`src/mbrtu_pkg.sv`:
```
// shared types, constants and crc helper for the modbus rtu slave frame handler
package mbrtu_pkg;

    localparam int FRAME_BYTES_DEF = 64;
    localparam int REG_COUNT_DEF   = 5;
    localparam int MAX_READ        = 29;
    localparam int REPLY_W         = 7;

    localparam logic [7:0]  FC_READ       = 8'h03;
    localparam logic [7:0]  FC_WRITE      = 8'h06;
    localparam logic [7:0]  FC_READ_EXC   = 8'h83;
    localparam logic [7:0]  FC_WRITE_EXC  = 8'h86;
    localparam logic [7:0]  FC_OTHER_EXC  = 8'h80;
    localparam logic [7:0]  EXC_ADDR      = 8'h02;
    localparam logic [7:0]  EXC_FUNC      = 8'h01;
    localparam logic [7:0]  IDLE_LIMIT_RST = 8'h05;
    localparam logic [15:0] CRC_INIT      = 16'hFFFF;
    localparam logic [15:0] CRC_POLY      = 16'hA001;
    localparam logic        CMD_BYTE      = 1'b0;
    localparam logic        CMD_TICK      = 1'b1;

    typedef enum logic [1:0] {
        ST_IDLE,
        ST_SCAN,
        ST_CHECK,
        ST_EMIT
    } t_state;

    typedef enum logic [1:0] {
        RP_READ,
        RP_WRITE,
        RP_EXC
    } t_reply;

    // one byte of the reflected crc-16
    function automatic logic [15:0] crc_byte(input logic [15:0] crc, input logic [7:0] data);
        logic [15:0] c;
        c = crc ^ {8'h00, data};
        for (int b = 0; b < 8; b++) begin
            if (c[0]) begin
                c = (c >> 1) ^ CRC_POLY;
            end else begin
                c = c >> 1;
            end
        end
        return c;
    endfunction

endpackage

```
`src/modbus_rtu_slave_frame_handler_core.sv`:
```
// modbus rtu slave: frame store, idle timing, crc check and reply sequencer
//
// input beats (s_axis): tuser selects the kind, 0 = received line byte, 1 = timer tick.
//   tdata[7:0] is the line byte, tdata[15:8] the milliseconds elapsed since the last tick.
// output beats (m_axis): one reply byte per beat in line order, tlast on the final byte.
// config: i_cfg_we writes i_cfg_wdata as the idle limit in ms (reset value 5, 0 acts as 1).
// line bytes go straight into the frame memory, one beat per cycle while idle, bytes past the
// memory depth are dropped. a tick that reaches the idle limit closes the frame.
// closing walks the frame memory one byte per cycle through the crc unit, then
// checks it; a frame shorter than 4 bytes or with a bad crc is dropped. otherwise
// the reply is sent one byte per cycle while the receiver is ready, from a sequencer
// that folds each byte before the crc into the running crc and reads register
// data from a small memory. after a closing tick the input is held through scan,
// check and the reply (longest reply 15 bytes); no input beat is taken while a
// frame is scanned or a reply built.
// a stalled receiver holds the output register, the sequencer waits on it.
// reset (synchronous, active low) empties the frame, clears timers and marks all
// registers of the group as zero through valid bits; the frame memory is not cleared.
module modbus_rtu_slave_frame_handler_core
    import mbrtu_pkg::*;
#(
    parameter int FRAME_BYTES = FRAME_BYTES_DEF,
    parameter int REG_COUNT   = REG_COUNT_DEF
) (
    input  logic        i_clk,
    input  logic        i_rst_n,
    input  logic        i_cfg_we,
    input  logic [7:0]  i_cfg_wdata,
    input  logic        i_s_axis_tvalid,
    output logic        o_s_axis_tready,
    input  logic [15:0] i_s_axis_tdata,   // [7:0] rx_byte, [15:8] elapsed_ms
    input  logic        i_s_axis_tuser,   // [0] command
    output logic        o_m_axis_tvalid,
    input  logic        i_m_axis_tready,
    output logic [7:0]  o_m_axis_tdata,   // [7:0] tx_byte
    output logic        o_m_axis_tlast
);

    localparam int CW = $clog2(FRAME_BYTES + 1);
    localparam int AW = $clog2(FRAME_BYTES);
    localparam int RW = (REG_COUNT > 1) ? $clog2(REG_COUNT) : 1;

    // storage
    logic [7:0] frame_mem [FRAME_BYTES];
    logic [7:0] reg_mem [REG_COUNT];
    logic [REG_COUNT-1:0] r_reg_vld;
    logic [7:0] r_mem_q;
    logic [7:0] r_reg_q;
    logic       r_reg_q_vld;

    // control
    t_state r_state, n_state;
    logic [7:0]  r_limit;
    logic [CW-1:0] r_byte_cnt, r_seen, r_len;
    logic [7:0]  r_timer;
    logic [CW-1:0] r_rd_idx, r_proc_idx;
    logic        r_pend;
    logic [7:0]  r_hdr [6];
    logic [7:0]  r_rx_lo, r_rx_hi;
    logic [15:0] r_crc;
    t_reply      r_kind;
    logic [7:0]  r_code, r_exc;
    logic [REPLY_W-1:0] r_k, r_n;
    logic [RW-1:0] r_reg_ptr;
    logic        r_out_valid, r_out_last;
    logic [7:0]  r_out_data;

    logic        w_in_acc, w_close, w_issue, w_load, w_reg_rd;
    logic [7:0]  w_limit, w_tx;
    logic [8:0]  w_sum;
    logic [7:0]  w_sum_sat;
    logic [15:0] w_cnt;
    logic        w_read_ok, w_write_ok, w_crc_ok;
    logic [CW-1:0] w_len_m2, w_len_m1;

    assign o_s_axis_tready = (r_state == ST_IDLE);
    assign w_in_acc = i_s_axis_tvalid && o_s_axis_tready;
    assign w_limit  = (r_limit == 8'd0) ? 8'd1 : r_limit;
    assign w_sum    = {1'b0, r_timer} + {1'b0, i_s_axis_tdata[15:8]};
    assign w_sum_sat = w_sum[8] ? 8'hFF : w_sum[7:0];

    // tick that reaches the idle limit
    assign w_close = w_in_acc && (i_s_axis_tuser == CMD_TICK) && (r_byte_cnt != '0)
                     && (r_seen == r_byte_cnt) && (r_timer < w_limit)
                     && (w_sum_sat >= w_limit);

    assign w_len_m2 = r_len - CW'(2);
    assign w_len_m1 = r_len - CW'(1);
    assign w_issue  = (r_state == ST_SCAN) && (r_rd_idx < r_len);

    assign w_cnt    = {r_hdr[4], r_hdr[5]};
    assign w_read_ok = (r_hdr[2] == 8'd0)
                       && (({9'd0, r_hdr[3]} + {1'b0, w_cnt}) <= 17'(REG_COUNT))
                       && (w_cnt <= 16'(MAX_READ));
    assign w_write_ok = (r_hdr[2] == 8'd0) && ({1'b0, r_hdr[3]} <= 9'(REG_COUNT));
    assign w_crc_ok  = ({r_rx_hi, r_rx_lo} == r_crc);

    // next state
    always_comb begin
        n_state = r_state;
        case (r_state)
            ST_IDLE: begin
                if (w_close && (r_byte_cnt >= CW'(4))) begin
                    n_state = ST_SCAN;
                end
            end
            ST_SCAN: begin
                if (r_pend && (r_proc_idx == w_len_m1)) begin
                    n_state = ST_CHECK;
                end
            end
            ST_CHECK: begin
                n_state = w_crc_ok ? ST_EMIT : ST_IDLE;
            end
            ST_EMIT: begin
                if (w_load && (r_k == r_n - REPLY_W'(1))) begin
                    n_state = ST_IDLE;
                end
            end
            default: n_state = ST_IDLE;
        endcase
    end

    // reply byte sequencer outputs
    assign w_load = (r_state == ST_EMIT) && (!r_out_valid || i_m_axis_tready);
    assign w_reg_rd = w_load && (r_kind == RP_READ) && (r_k >= REPLY_W'(3))
                      && (r_k < r_n - REPLY_W'(2)) && r_k[0];

    always_comb begin
        w_tx = 8'h00;
        if (r_k == r_n - REPLY_W'(2)) begin
            w_tx = r_crc[7:0];
        end else if (r_k == r_n - REPLY_W'(1)) begin
            w_tx = r_crc[15:8];
        end else begin
            case (r_kind)
                RP_READ: begin
                    if (r_k == REPLY_W'(0)) begin
                        w_tx = r_hdr[0];
                    end else if (r_k == REPLY_W'(1)) begin
                        w_tx = FC_READ;
                    end else if (r_k == REPLY_W'(2)) begin
                        w_tx = {r_hdr[5][6:0], 1'b0};
                    end else if (r_k[0]) begin
                        w_tx = 8'h00;
                    end else begin
                        w_tx = r_reg_q_vld ? r_reg_q : 8'h00;
                    end
                end
                RP_WRITE: begin
                    case (r_k[2:0])
                        3'd0: w_tx = r_hdr[0];
                        3'd1: w_tx = r_hdr[1];
                        3'd2: w_tx = r_hdr[2];
                        3'd3: w_tx = r_hdr[3];
                        3'd4: w_tx = r_hdr[4];
                        3'd5: w_tx = r_hdr[5];
                        default: w_tx = 8'h00;
                    endcase
                end
                RP_EXC: begin
                    if (r_k == REPLY_W'(0)) begin
                        w_tx = r_hdr[0];
                    end else if (r_k == REPLY_W'(1)) begin
                        w_tx = r_code;
                    end else begin
                        w_tx = r_exc;
                    end
                end
                default: w_tx = 8'h00;
            endcase
        end
    end

    // frame memory: byte writes while idle, one read per cycle during scan
    always_ff @(posedge i_clk) begin
        if (w_in_acc && (i_s_axis_tuser == CMD_BYTE) && (r_byte_cnt < CW'(FRAME_BYTES))) begin
            frame_mem[r_byte_cnt[AW-1:0]] <= i_s_axis_tdata[7:0];
        end
        r_mem_q <= frame_mem[r_rd_idx[AW-1:0]];
    end

    // register group memory, valid bits stand in for the reset value
    always_ff @(posedge i_clk) begin
        if ((r_state == ST_CHECK) && w_crc_ok && (r_hdr[1] == FC_WRITE) && w_write_ok
            && ({1'b0, r_hdr[3]} < 9'(REG_COUNT))) begin
            reg_mem[r_hdr[3][RW-1:0]] <= r_hdr[5];
        end
        if (w_reg_rd) begin
            r_reg_q <= reg_mem[r_reg_ptr];
        end
    end

    always_ff @(posedge i_clk) begin
        if (!i_rst_n) begin
            r_reg_vld   <= '0;
            r_reg_q_vld <= 1'b0;
        end else begin
            if ((r_state == ST_CHECK) && w_crc_ok && (r_hdr[1] == FC_WRITE) && w_write_ok
                && ({1'b0, r_hdr[3]} < 9'(REG_COUNT))) begin
                r_reg_vld[r_hdr[3][RW-1:0]] <= 1'b1;
            end
            if (w_reg_rd) begin
                r_reg_q_vld <= r_reg_vld[r_reg_ptr];
            end
        end
    end

    // control and timing
    always_ff @(posedge i_clk) begin
        if (!i_rst_n) begin
            r_state     <= ST_IDLE;
            r_limit     <= IDLE_LIMIT_RST;
            r_byte_cnt  <= '0;
            r_seen      <= '0;
            r_timer     <= '0;
            r_pend      <= 1'b0;
            r_out_valid <= 1'b0;
        end else begin
            r_state <= n_state;
            if (i_cfg_we) begin
                r_limit <= i_cfg_wdata;
            end
            if (w_in_acc) begin
                if (i_s_axis_tuser == CMD_BYTE) begin
                    if (r_byte_cnt < CW'(FRAME_BYTES)) begin
                        r_byte_cnt <= r_byte_cnt + CW'(1);
                    end
                end else if (r_byte_cnt == '0) begin
                    r_seen <= '0;
                end else if (r_seen != r_byte_cnt) begin
                    r_seen  <= r_byte_cnt;
                    r_timer <= '0;
                end else if (w_close) begin
                    r_byte_cnt <= '0;
                    r_seen     <= '0;
                    r_timer    <= '0;
                end else if (r_timer < w_limit) begin
                    r_timer <= w_sum_sat;
                end
            end
            r_pend <= w_issue;
            if (w_load) begin
                r_out_valid <= 1'b1;
            end else if (i_m_axis_tready) begin
                r_out_valid <= 1'b0;
            end
        end
    end

    // scan and reply datapath
    always_ff @(posedge i_clk) begin
        if (w_close) begin
            r_len    <= r_byte_cnt;
            r_rd_idx <= '0;
            r_crc    <= CRC_INIT;
            for (int i = 0; i < 6; i++) begin
                r_hdr[i] <= 8'h00;
            end
        end
        if (w_issue) begin
            r_rd_idx <= r_rd_idx + CW'(1);
        end
        r_proc_idx <= r_rd_idx;
        if ((r_state == ST_SCAN) && r_pend) begin
            if (r_proc_idx < w_len_m2) begin
                r_crc <= crc_byte(r_crc, r_mem_q);
            end
            if (r_proc_idx < CW'(6)) begin
                r_hdr[r_proc_idx[2:0]] <= r_mem_q;
            end
            if (r_proc_idx == w_len_m2) begin
                r_rx_lo <= r_mem_q;
            end
            if (r_proc_idx == w_len_m1) begin
                r_rx_hi <= r_mem_q;
            end
        end
        if (r_state == ST_CHECK) begin
            r_crc     <= CRC_INIT;
            r_k       <= '0;
            r_reg_ptr <= r_hdr[3][RW-1:0];
            r_exc     <= EXC_ADDR;
            if (r_hdr[1] == FC_READ) begin
                if (w_read_ok) begin
                    r_kind <= RP_READ;
                    r_n    <= REPLY_W'(5) + {r_hdr[5][5:0], 1'b0};
                end else begin
                    r_kind <= RP_EXC;
                    r_code <= FC_READ_EXC;
                    r_n    <= REPLY_W'(5);
                end
            end else if (r_hdr[1] == FC_WRITE) begin
                if (w_write_ok) begin
                    r_kind <= RP_WRITE;
                    r_n    <= REPLY_W'(8);
                end else begin
                    r_kind <= RP_EXC;
                    r_code <= FC_WRITE_EXC;
                    r_n    <= REPLY_W'(5);
                end
            end else begin
                r_kind <= RP_EXC;
                r_code <= FC_OTHER_EXC;
                r_exc  <= EXC_FUNC;
                r_n    <= REPLY_W'(5);
            end
        end
        if (w_load) begin
            r_out_data <= w_tx;
            r_out_last <= (r_k == r_n - REPLY_W'(1));
            r_k        <= r_k + REPLY_W'(1);
            if (r_k < r_n - REPLY_W'(2)) begin
                r_crc <= crc_byte(r_crc, w_tx);
            end
            if (w_reg_rd) begin
                r_reg_ptr <= r_reg_ptr + RW'(1);
            end
        end
    end

    assign o_m_axis_tvalid = r_out_valid;
    assign o_m_axis_tdata  = r_out_data;
    assign o_m_axis_tlast  = r_out_last;

    // checks
    a_cnt_bound: assert property (@(posedge i_clk) disable iff (!i_rst_n)
        r_byte_cnt <= CW'(FRAME_BYTES))
        else $error("frame byte count past depth");

    a_close_clears: assert property (@(posedge i_clk) disable iff (!i_rst_n)
        (r_state == ST_SCAN && $past(r_state) == ST_IDLE) |-> (r_byte_cnt == '0 && r_timer == '0))
        else $error("frame close left counters set");

    a_emit_pos: assert property (@(posedge i_clk) disable iff (!i_rst_n)
        (r_state == ST_EMIT) |-> (r_k < r_n))
        else $error("reply position past reply length");

    a_no_take_busy: assert property (@(posedge i_clk) disable iff (!i_rst_n)
        (r_state == ST_SCAN || r_state == ST_CHECK) |-> !o_s_axis_tready)
        else $error("input taken during frame scan");

endmodule
```
`config.mk`:
```
export PLATFORM = sky130hd
export DESIGN_NAME = modbus_rtu_slave_frame_handler_core
export DESIGN_NICKNAME = d
export VERILOG_FILES = /design/src/mbrtu_pkg.sv /design/src/modbus_rtu_slave_frame_handler_core.sv
export SDC_FILE = /design/constraint.sdc
export NUM_CORES = 1
export LEC_CHECK = 0
export ABC_AREA = 0
export BUFFER_PORTS_ARGS = -buffer_cell sky130_fd_sc_hd__clkbuf_2
export CORE_MARGIN = 3
export CORE_UTILIZATION = 55
export CTS_CLUSTER_SIZE = 16
export DETAILED_ROUTE_END_ITERATION = 10
export PLACE_DENSITY = 0.78
export SLEW_MARGIN = 0
export SYNTH_ARGS = -nofsm -noshare
export SYNTH_HDL_FRONTEND = slang
export SYNTH_SLANG_ARGS = --single-unit
```
`constraint.sdc`:
```
create_clock -name i_clk -period 5.6 [get_ports i_clk]
set_clock_uncertainty 0.2 [all_clocks]
set_input_delay 1.12 -clock i_clk [delete_from_list [all_inputs] [get_ports i_clk]]
set_output_delay 1.12 -clock i_clk [all_outputs]
set_load 0.02 [all_outputs]
```
# Word-level counts from Yosys, hierarchy flattened
# Memories as Yosys holds them, arrays and structs flattened. A register that Yosys moved wholly into a read port is not among the register bits.
# Cells that the tools add are included.
[op_classes] muxes=115 add_sub_neg=11 order_cmp=16 n_eq_ne=29 bitwise=21 n_reduce_logical=50
[op_table] op="two-way mux 16 bit" count=50
[op_table] op="two-way mux 8 bit" count=19
[op_table] op="two-way mux 7 bit" count=13
[op_table] op="NOT 2 -> 3 bit" count=16
[op_table] op="case mux 8 bit (6 select lines)" count=1
[op_table] op="equality test 7 bit" count=5
[op_table] op="bitwise XOR 16 x 8 -> 16 bit" count=2
[op_table] op="logical AND 1 bit" count=26
[op_table] op="case mux 8 bit (3 select lines)" count=1
[op_table] op="adder 7 x 1 -> 7 bit (second input constant)" count=3
[op_table] op="less-than comparator 7 bit" count=3
[op_table] op="two-way mux 2 bit" count=9
[op_table] op="adder 8 x 16 -> 17 bit" count=1
[op_table] op="<= comparator 17 x 3 -> 1 bit (second input constant)" count=1
[op_table] op="equality test 16 bit" count=1
[op_table] op="<= comparator 16 x 5 -> 1 bit (second input constant)" count=1
[op_table] op="logical NOT 8 bit" count=2
[op_table] op="logical NOT 7 bit" count=2
[op_table] op="two-way mux 1 bit" count=14
[op_table] op="subtractor 7 x 1 -> 7 bit (second input constant)" count=2
[op_table] op="subtractor 7 x 2 -> 7 bit (second input constant)" count=2
[op_table] op="two-way mux 3 bit" count=4
[op_table] op="adder 8 x 8 -> 9 bit" count=1
[op_table] op="AND reduction 3 bit" count=3
[op_table] op="other kinds (42)" count=60
[totals] mem_count=3 ff_bits=137 elab_cells=268 ram_bits=600
[mem_list] memory="frame_mem" words=64 width=8 rd=1 rd_clocked_by_memory_dff=1 wr=1 line_no="modbus_rtu_slave_frame_handler_core.sv:44" text="logic [7:0] frame_mem [FRAME_BYTES];"
[mem_list] memory="r_hdr" words=6 width=8 rd=6 rd_clocked_by_memory_dff=0 wr=6 line_no="modbus_rtu_slave_frame_handler_core.sv:58" text="logic [7:0] r_hdr [6];"
[mem_list] memory="reg_mem" words=5 width=8 rd=1 rd_clocked_by_memory_dff=1 wr=1 line_no="modbus_rtu_slave_frame_handler_core.sv:45" text="logic [7:0] reg_mem [REG_COUNT];"

# Depth between registers and ports, before layout
[logic_depth] depth_word=41 mapped_depth=23

# Worst setup path before layout
# OpenSTA, ideal clock, no wires.
[synth_timing] kind="in2reg" from="input port i_s_axis_tdata[8]" to="memory r_hdr[3][0], enable pin" path_slack_ps=-96 arrival_time_ps=5226 required_time_ps=5129 n_path_buf=0 path_stages=22 path_cell_list="ha_1 > fa_1 > a21oi_1 > nor2_1 > nor2_1 > o21bai_1 > a21oi_1 > o21bai_1 > a21oi_1 > nor2b_1 > ha_1 > nand2b_1 > a21o_1 > a21o_1 > a21o_1 > a21o_1 > a21o_1 > a21o_1 > a21o_1 > nand2_1 > inv_1 > or2_2"
[synth_rtl] element="start, declared" line_no="modbus_rtu_slave_frame_handler_core.sv:31" text="input logic [15:0] i_s_axis_tdata,"
[synth_rtl] element="end, declared" line_no="modbus_rtu_slave_frame_handler_core.sv:58"

==> flow_summary_export.csv <==
group,metric,value,unit
pwr,vdd_ir_drop_max,0.401,mV
worst_hold_path,min_from,"r_rd_idx[6]",
sta,finalSetupViolations,0,
die,start_util,55.8,%
yosys,synthMuxAreaShare,13.6,%
place,gp_congestion,0.877,
die,die_area,61700,µm²
yosys,synth_top_family_by_area,"multiplexers",
die,fp.dieW,248,µm
layout,drive_gt1_share,19.1,%
detailed_routing,drcViolationCount,0,
layout,nets,2150,
detailed_routing,dr.pass1.iters,7,
clock_tree,cts.htree.levels,3,
critical_path,cp-end-kind,"flip-flop",
sta,final_max_slew_viol_count,0,
global_routing,grt_use_total,24.6,%
layout,design_area,35700,µm²
sta,finalCriticalPeriod,5000,ps
yosys,synthFlopType,"edfxtp_1",
layout,antenna_cells,0,
sta,relSlewSlack,28.3,%
critical_path,reg2reg_to,"r_crc[0]",
clock_tree,cts_resized,0,
critical_path,ff2ff_setup_slack,750,ps
sta,rsz0062_at_grt,"false",
yosys,synth-simple-area-share,6.92,%
global_routing,grt_max_degree,133,
pwr,p_per_area,375,nW/µm²
layout,post-route-util,61.7,%
detailed_routing,drtIter0Drc,1782,
critical_path,critPathBufInv,2,
die,coreArea,57900,µm²
sta,finalHoldViolations,0,
yosys,ys_types,82,
yosys,synth_fa_ha_area_share,2.72,%
worst_hold_path,hp-class,"reg2reg",
clock_tree,numClockSinks,742,
yosys,yosysSeqAreaShare,66.7,%
critical_path,required,5750,ps
yosys,synth_compound_area_share,4.87,%
detailed_routing,avgRoutedWirePerCell,25.8,µm
clock_tree,path_clk_slew,60,ps
worst_hold_path,hold_end,"r_proc_idx[6]",
die,die_h,248,µm
critical_path,path_cells,"clkbuf_2 > ha_1 > fa_1 > a21oi_1 > nor2_1 > nor2_1 > o21bai_1 > a21oi_1 > o21bai_1 > a21oi_2 > nor2b_1 > ha_1 > nand2b_1 > a21o_1 > a21o_1 > a21o_1 > a21o_1 > a21o_1 > a21o_1 > a21o_1 > nand2_1 > inv_1 > or2_2",
clock_tree,cts_max_path_buffers,3,
yosys,yosysWarnings,0,
critical_path,r2r_start,"r_n[1]",
clock_tree,clkLatencyLatePin,620,ps
yosys,synth_edf_count,668,
run,maxCapViolCount,0,
critical_path,crit_arrival,5150,ps
place,dp_hpwl,45900,µm
yosys,synth-seq-cells,742,
clock_tree,cts_tree,"built",
die,io_pins,41,
yosys,syn_inst,1989,
worst_hold_path,min_path_cells,0,
clock_tree,root_buffer,"clkbuf_16",
yosys,async_flop_share,0,%
critical_path,cp_slowest_cell,"or2_2",
critical_path,cpMostUsedCell,"a21o_1",
detailed_routing,num_vias,17981,
critical_path,crit_fanout,8,
detailed_routing,ant_nets,0,
yosys,syn_nets,2088,
layout,syn_to_final_growth,10.6,%
global_routing,grt_pass1_wl,113000,µm
layout,nFillCells,4082,
sta,worstMarginPinSlew,1070,ps
global_routing,grt_overflow,0,
detailed_routing,viasPerCell,6.26,
clock_tree,ctsHoldBuffers,0,
sta,finalCritPeriodShare,89.3,%
yosys,ys_top_cells_by_area,"edfxtp_1 62%, mux4_2 12%, dfxtp_1 4.6%",
critical_path,critPathTopFamily,"compound AO/OA/AOI/OAI gates",
critical_path,r2r_cells,13,
global_routing,grt_pass1_vias,18468,
critical_path,crit_path_start,"i_s_axis_tdata[8]",
clock_tree,cts_setup_buffers,0,
sta,setup-tns-final,0,ps
critical_path,max_stage_delay,420,ps
critical_path,start_kind,"input port",
pwr,p_leak,0.0119,µW
critical_path,critical_path_class,"in2reg",
detailed_routing,wl,74100,µm
yosys,mappedNetlistArea,32300,µm²
outcome,status,"finished, final reports clean",
yosys,synth.top_cell.area_share,62.1,%
place,io_buffer_count,40,
yosys,synth_top_area_cell,"edfxtp_1",
place,place_area,33400,µm²
die,std_cell_rows,88,
sta,fmaxAchievable,200,MHz
yosys,synthXorXnorAreaFrac,3.26,%
global_routing,antenna_found_initial,1,
clock_tree,cts_buffers,75,
yosys,synth_area_per_cell,16.2,µm²
[cells in the mapped netlist, types with 31 or more instances]
master / number
xnor2_1: 79
mux4_2: 176
and3_1: 31
nand2_1: 87
a21oi_1: 61
clkbuf_1: 73
edfxtp_1: 668
inv_1: 57
o21ai_0: 44
nand3_1: 45
nor2_1: 144
dfxtp_1: 74
xor2_1: 34
ha_1: 67
[cells by family (layout without fill, tap and decap cells)]
group                      Yosys count  count (layout)
and+or+nand+nor                    454             454
buffers and inverters              157             276
AOI/OAI and AO/OA                  234             234
DFF                                742             742
adders and majority gates           69              69
muxes                              217             217
xor gates and xnor gates           116             116
[worst max-delay path by stage]
stage	to	slack (ps)	cells after the start
2_1_floorplan	r_hdr[3][0]	9	22
3_3_place_gp	r_hdr[3][2]	-8	23
3_5_place_dp	r_hdr[3][6]	-60	23
4_1_cts	r_hdr[3][6]	570	23
5_1_grt	r_seen[2]	290	25
6_report	r_hdr[3][1]	600	23
[final cells by class]
class,count,area (µm²),area share [%]
Multi-Input combinational cell,1090,10200,28.4
Timing Repair Buffer,85,563,1.58
Clock inverter,36,324,0.907
Sequential cell,742,21500,60.3
Clock buffer,98,1990,5.58
Inverter,57,214,0.599
Tap cell,765,957,2.68
[power breakdown]
part           internal [µW]  switching, µW  total [µW]
combinational            960           1170        2130
sequential              6220            291        6510
clock                   2670           2090        4760
[cells in the final DEF, fill, tap and decap left out, drive strengths merged, types with 18 or more instances in the layout]
| cell type | synthesis | routed |
|---|---|---|
| a21o | 19 | 19 |
| a21oi | 62 | 62 |
| and2 | 27 | 27 |
| and3 | 31 | 31 |
| buf | 27 | 45 |
| clkbuf | 73 | 138 |
| clkinv | 0 | 28 |
| dfxtp | 74 | 74 |
| edfxtp | 668 | 668 |
| ha | 67 | 67 |
| inv | 57 | 61 |
| mux2 | 23 | 23 |
| mux2i | 18 | 18 |
| mux4 | 176 | 176 |
| nand2 | 87 | 87 |
| nand2b | 19 | 19 |
| nand3 | 45 | 45 |
| nor2 | 144 | 144 |
| nor3 | 22 | 22 |
| o21ai | 48 | 48 |
| xnor2 | 80 | 80 |
| xor2 | 34 | 34 |
[worst register-to-register path: stages (launching register included)]
cell and delay, ps:
edfxtp_1 440, inv_1 130, ha_1 240, or4b_4 490, or3_1 370, a211oi_2 290
o21a_1 620, mux2i_1 430, xnor3_1 480, or2_1 240, mux2i_1 180, a211oi_1 120
or3_1 370, a31oi_1 160
[metrics by stage]
stage / power (µW) / hold slack (ps) / cells / setup WS (ps)
after floorplan: 8060 / 172 / 1989 / 9.41
after global placement: 8660 / 228 / 2739 / -8.35
after detailed placement: 8730 / 238 / 2739 / -64.4
after CTS: 13500 / 258 / 2873 / 575
after global routing: 13800 / 273 / 2873 / 293
final: 13400 / 253 / 2873 / 598
[state kept, by name (all words and copies together), names as in the netlist, 8 cells and up]
name / cells
frame_mem: 512
r_rx_lo: 8
r_rx_hi: 8
r_timer: 8
r_crc: 16
r_mem_q: 8
r_hdr: 48
r_reg_q: 8
r_limit: 8
o_m_axis_tdata: 8
reg_mem: 40
[layer usage]
| layer | GRT usage (%) | vias up | wire [µm] |
|---|---|---|---|
| met5 | 0 | - | 11 |
| met4 | 9.06 | 2 | 2610 |
| met3 | 4.33 | 157 | 5740 |
| met2 | 41.5 | 873 | 37300 |
| met1 | 32.4 | 9051 | 28400 |
| li1 | - | 7898 | - |
Note: power is estimated with default switching activity, not from simulation.
